$ cat src/rtl/core/dtl_pkg.sv
// Package for the delay line and one-pole low-pass: sizes, register codes, stage types.
package dtl_pkg;

    localparam int DELAY_DEPTH = 65536;
    localparam int SAMPLE_BITS = 16;
    localparam int ADDR_W      = $clog2(DELAY_DEPTH);
    localparam int FILL_W      = $clog2(DELAY_DEPTH + 1);
    localparam int LEVEL_W     = 32;
    localparam int COEF_W      = 16;
    localparam int LEN_W       = 16;
    localparam int APB_ADDR_W  = 3;
    localparam int APB_DATA_W  = 32;

    localparam logic [LEN_W-1:0]  DELAY_LENGTH_RESET = LEN_W'(55125);
    localparam logic [COEF_W-1:0] FILTER_COEF_RESET  = COEF_W'(2686);

    // register index, taken from paddr[2]
    typedef enum logic [0:0] {
        REG_DELAY_LENGTH = 1'b0,
        REG_FILTER_COEF  = 1'b1
    } dtl_reg_t;

    // delayed sample handed from the delay stage to the filter
    typedef struct packed {
        logic                          valid;
        logic signed [SAMPLE_BITS-1:0] sample;
    } dtl_tap_t;

endpackage

$ cat src/rtl/core/dtl_filter.sv
// One-pole low-pass: Q1.31 level update and rescale to a signed sample.
module dtl_filter
    import dtl_pkg::*;
(
    input  logic                          aclk,
    input  logic                          aresetn,
    input  logic                          advance,
    input  dtl_tap_t                      tap,
    input  logic [COEF_W-1:0]             alpha,
    output logic                          m_valid,
    output logic signed [SAMPLE_BITS-1:0] m_data
);

    localparam int PROD_W  = COEF_W + 1 + LEVEL_W + 1;
    localparam int STEP_W  = PROD_W - COEF_W;
    localparam int SCALE_W = LEVEL_W + SAMPLE_BITS - 1;

    logic signed [LEVEL_W-1:0]     y_reg, y_next;
    logic signed [LEVEL_W-1:0]     x;
    logic signed [LEVEL_W:0]       diff;
    logic signed [PROD_W-1:0]      prod;
    logic signed [STEP_W-1:0]      step;
    logic signed [STEP_W-1:0]      y_sum;
    logic                          v2_reg;
    logic                          m_valid_reg;
    logic signed [SAMPLE_BITS-1:0] m_data_reg;
    logic [LEVEL_W-1:0]            mag;
    logic [SCALE_W-1:0]            scaled;
    logic [SAMPLE_BITS-1:0]        res;
    logic signed [SAMPLE_BITS-1:0] out_val;

    // y += floor(alpha*(x-y)/2^16); stays between y and x so no wrap
    always_comb begin
        x      = {tap.sample, {(LEVEL_W - SAMPLE_BITS){1'b0}}};
        diff   = (LEVEL_W+1)'(x) - (LEVEL_W+1)'(y_reg);
        prod   = $signed({1'b0, alpha}) * diff;
        step   = prod[PROD_W-1:COEF_W];
        y_sum  = STEP_W'(y_reg) + step;
        y_next = y_sum[LEVEL_W-1:0];
    end

    // |y| * (2^(N-1)-1) >> 31, by shift and subtract, sign restored after
    always_comb begin
        mag     = y_reg[LEVEL_W-1] ? (~y_reg + 1'b1) : y_reg;
        scaled  = {mag, {(SAMPLE_BITS - 1){1'b0}}} - SCALE_W'(mag);
        res     = scaled[SCALE_W-1:LEVEL_W-1];
        out_val = y_reg[LEVEL_W-1] ? $signed(~res + 1'b1) : $signed(res);
    end

    always_ff @(posedge aclk) begin
        if (!aresetn) begin
            y_reg       <= '0;
            v2_reg      <= 1'b0;
            m_valid_reg <= 1'b0;
        end else if (advance) begin
            v2_reg      <= tap.valid;
            m_valid_reg <= v2_reg;
            if (tap.valid) begin
                y_reg <= y_next;
            end
        end
    end

    always_ff @(posedge aclk) begin
        if (advance && v2_reg) begin
            m_data_reg <= out_val;
        end
    end

    assign m_valid = m_valid_reg;
    assign m_data  = m_data_reg;

endmodule

$ cat config.mk
export PLATFORM = sky130hd
export DESIGN_NAME = dtl_filter
export DESIGN_NICKNAME = d
export VERILOG_FILES = /design/src/rtl/core/dtl_pkg.sv /design/src/rtl/core/dtl_filter.sv
export SDC_FILE = /design/constraint.sdc
export NUM_CORES = 2
export LEC_CHECK = 0
export ABC_AREA = 1
export BUFFER_PORTS_ARGS = -buffer_cell sky130_fd_sc_hd__buf_2
export CAP_MARGIN = 0
export CORE_MARGIN = 5
export CORE_UTILIZATION = 40
export DETAILED_ROUTE_END_ITERATION = 12
export GPL_TIMING_DRIVEN = 0
export HOLD_SLACK_MARGIN = 0.15
export PLACE_DENSITY = 0.64
export SKIP_LAST_GASP = 1
export SLEW_MARGIN = 20
export SYNTH_ARGS = -nofsm -noshare
export SYNTH_HDL_FRONTEND = slang
export SYNTH_SLANG_ARGS = --single-unit
$ cat constraint.sdc
create_clock -name aclk -period 12.5 [get_ports aclk]
set_clock_uncertainty 0.05 [all_clocks]
set_input_delay 1.25 -clock aclk [delete_from_list [all_inputs] [get_ports aclk]]
set_output_delay 1.25 -clock aclk [all_outputs]
set_load 0.01 [all_outputs]
# After elaboration in Yosys (flattened, before gate mapping)
# Cells that the tools add are included.
totals:
  register_bits: 50
  word_cells: 16
op_classes:
  add_sub_neg: 5
  mux: 2
  bitwise: 2
  n_reduce_logical: 2
  mul: 1
ops:
  columns: ["op", "n"]
  rows:
  - ["$mul A17 B33 Y48", 1]
  - ["$sub A47 B32 Y47", 1]
  - ["$sub A32 B32 Y33", 1]
  - ["$add A32 B1 Y32 const B", 1]
  - ["$add A32 B32 Y32", 1]
  - ["$mux W32", 1]
  - ["$not A32 Y32", 1]
  - ["$add A16 B1 Y16 const B", 1]
  - ["$mux W16", 1]
  - ["$not A16 Y16", 1]
  - ["$reduce_and A2 Y1", 1]
  - ["$logic_and A1 B1 Y1", 1]

# Longest topological paths before layout
depth:
  ltp_word: 7
  mapped_depth: 54
  mapped_depth_nobuf: 53

# Worst setup path before layout
# OpenSTA, ideal clock, no wires.
synth_path:
  path_kind: "input to register"
  start: "input tap[1] (netlist bit)"
  end: "register y_reg[29]"
  path_stages: 46
  path_buffers: 0
  arrival_ns: 9.518
  slack_ns: 2.873
  required_ns: 12.392
  setup_ns: 0.058
  path_cell_list: "ha_1 inv_1 o21bai_1 a21oi_1 o21ai_0 a31oi_1 o21ai_0 inv_1 o21ai_0 xor2_1 inv_1 nor2_1 fa_1 inv_1 fa_1 fa_1 inv_1 fa_1 (+10 left out) o221ai_1 a21oi_1 o21bai_1 xnor2_1 inv_1 ha_1 nand2_1 o21a_1 inv_1 a21oi_1 nand3_1 nand2_1 o211ai_1 a211o_1 or2_2 nand3_1 o211ai_1 inv_1"
synth_via:
  elab_chain_len: 3
synth_rtl:
  columns: ["item", "line_no", "text"]
  rows:
  - ["from (decl)", "dtl_filter.sv:8", "input dtl_tap_t tap,"]
  - ["$sub A32 B32 Y33", "dtl_filter.sv:35", "diff = (LEVEL_W+1)'(x) - (LEVEL_W+1)'(y_reg);"]
  - ["$mul A17 B33 Y48", "dtl_filter.sv:36", "prod = $signed({1'b0, alpha}) * diff;"]
  - ["$add A32 B32 Y32", "dtl_filter.sv:38", "y_sum = STEP_W'(y_reg) + step;"]
  - ["to (signal assigned)", "dtl_filter.sv:59", "y_reg <= y_next;"]
  - ["to (decl)", "dtl_filter.sv:18", "logic signed [LEVEL_W-1:0] y_reg, y_next;"]
# Every way passes these cells.
# A chain may end at the register's enable or synchronous reset.

# Worst setup path in the final report
layout_path:
  start: "input tap[0] (netlist bit)"
  end: "register y_reg[29]"
# Same word-level chain as after synthesis.

==> reports/results.ini <==
[global_route]
antenna_found_initial=4
overflow=0
grt_max_degree=17
grt_usage_pct=23.53
grt_pass1_vias=23410
grt_pass1_wl_microns=129100

[yosys]
ys_warn_count=0
synth_area_sq_um=25620
synth-compound-area-share_pct=7.628
synth_fp_nets=4281
synthFlopType=dfxtp_1
synthXorXnorAreaFrac_pct=3.047
synth_cell_types=51
synth.area.mux_share_pct=0
synth_top_family_by_area=adder cells
synth_area_per_cell_sq_um=7.173
async_reset_ff_share_pct=0
synth_adder_area_share_pct=47.22
synth_simple_gate_area_share_pct=23.27
synth_edf_count=16
ys_seq_area_share_pct=4.532
synth_seq_cells=50
postSynthCellCount=3572

[cts]
clkSinkCount=50
cts_root_buf=clkbuf_16
cts_tree=done
cts_setup_buffers=0
cts_resized=0
path_clk_slew_ns=0.07
clock_latency_ns=0.31
holdBufCountCts=0
cts_buffer_depth=2
cts_buffers=5
cts.htree.levels=2

[critical_path]
worstSetupPathType=in -> reg
start_kind=primary input
required_ns=12.70
crit_arrival_ns=11.80
crit_path_frequent_cell=inv_1
endpoint_kind=flop
cpPeakStageDelay_ns=0.74
r2r_cells=47
critPathSlowestCell=o21ai_0
critical_path_peak_fanout=9

[flow_run]
maxCapViolations=0

[routing]
dr.pass1.iters=8
wl_per_cell_microns=18.14
drtIter0Drc=2147
drt_wl_total_microns=81250
vias_per_cell=5.128
vias=22970
drc=0
drt.antenna.violating_nets=1

[run_status]
outcome=finished with violations
violations=antenna violations

[cells_and_area]
fillers=6730
areaGrowthSynthToFinish_pct=5.777
largest_reg_flops=32
nets=4334
layout-drive-gt1-share_pct=4.109

[timing]
finalMaxSlewViolations=0
rsz0062_at_grt=false
finalHoldViolCount=0
setup_viol=0
tns_ns=0
clock.fmax_mhz=86.22
slew_headroom_pct=20.42
worst_slew_pin_slew_ns=1.185
min_period_ns=11.60
period_share_pct=92.79

[place]
portBuffers=46
gp_congestion=0.9710
dp_hpwl_microns=71280

[floorplan]
row_count=92
core-area_sq_um=63310
ioPinCount=53
dieArea_sq_um=69220
die_h_microns=263.1
start_util_pct=40.47
die_w_microns=263.1

[min_path]
hold_class=reg -> reg
hold_depth=2

[cell type report]
class / instances / area (sq um) / share of cell area (%)
Multi-Input combinational cell: 2549 / 20830 / 76.84
Inverter: 889 / 3342 / 12.33
Sequential cell: 50 / 1161 / 4.284
Clock inverter: 3 / 16.27 / 0.06002
Antenna cell: 8 / 20.02 / 0.07387
Clock buffer: 5 / 125.1 / 0.4617
Buffer: 84 / 322.8 / 1.191
Timing Repair Buffer: 46 / 230.2 / 0.8495
Tap cell: 846 / 1059 / 3.906
[synthesized netlist by cell type, drive strengths merged (17+ instances only)]
library cell | n | area share [%]
a21oi | 172 | 3.4
clkbuf | 75 | 1.1
dfxtp | 34 | 2.7
fa | 490 | 38
ha | 183 | 8.9
inv | 875 | 13
nand2 | 791 | 12
nand3 | 128 | 2.6
nand4 | 33 | 0.83
nor2 | 435 | 6.8
nor3 | 22 | 0.43
o211ai | 17 | 0.50
o21ai | 102 | 2.1
or2 | 20 | 0.49
xnor2 | 37 | 1.3
xor2 | 50 | 1.8
[through the flow]
step	util (%)	instance area [sq um]	setup slack [ns]	hold slack, ns	instances
2_1_floorplan	-	25620	2.873	0.3891	3572
3_3_place_gp	42.51	26910	0.4640	0.4036	4464
3_5_place_dp	42.54	26930	0.4468	0.4120	4464
4_1_cts	42.76	27070	0.7498	0.4233	4472
5_1_grt	42.78	27090	0.2418	0.4451	4474
6_report	42.81	27100	0.9013	0.4192	4480
[critical path, delay by kind of cell]
kind	cells	cell delay, ns
adder cells (fa/ha/maj)	9	4.03
AO/OA/AOI/OAI	12	2.71
AND/OR/NAND/NOR	11	1.79
buffers and inverters	13	1.28
XOR/XNOR	2	0.71
[placed cells by master (no fill, tap or decap), types with 46 or more instances in the layout]
cell type  count
o21ai_0       95
nand3_1      124
nand2_1      776
clkbuf_1      75
nor2_1       405
xor2_1        46
buf_2         49
a21oi_1      172
ha_1         183
fa_1         490
inv_1        864
[final timing paths]
kind	start	end	slack [ns]
worst max-delay path	tap[0]	y_reg[29]	0.90
worst min-delay path	v2_reg	v2_reg	0.42
worst max register to register	y_reg[0]	y_reg[29]	1.01
worst min register to register	v2_reg	v2_reg	0.42
[layer usage]
| layer | GRT usage, % | wire length, microns | up-vias |
|---|---|---|---|
| met2 | 37.24 | 35590 | 864 |
| met4 | 6.509 | 2892 | 0 |
| met5 | 0 | 0 | - |
| li1 | - | - | 10770 |
| met1 | 32.63 | 35450 | 11200 |
| met3 | 5.444 | 7320 | 135 |
[cell families after synthesis]
group / after synthesis
fa+ha+maj: 673
flops: 50
xor+xnor: 87
compound gates: 347
buf+inv: 973
simple gates: 1442
Power is not shown: default switching activity piles up to over one toggle a cycle in this logic, so the estimate is an artifact.
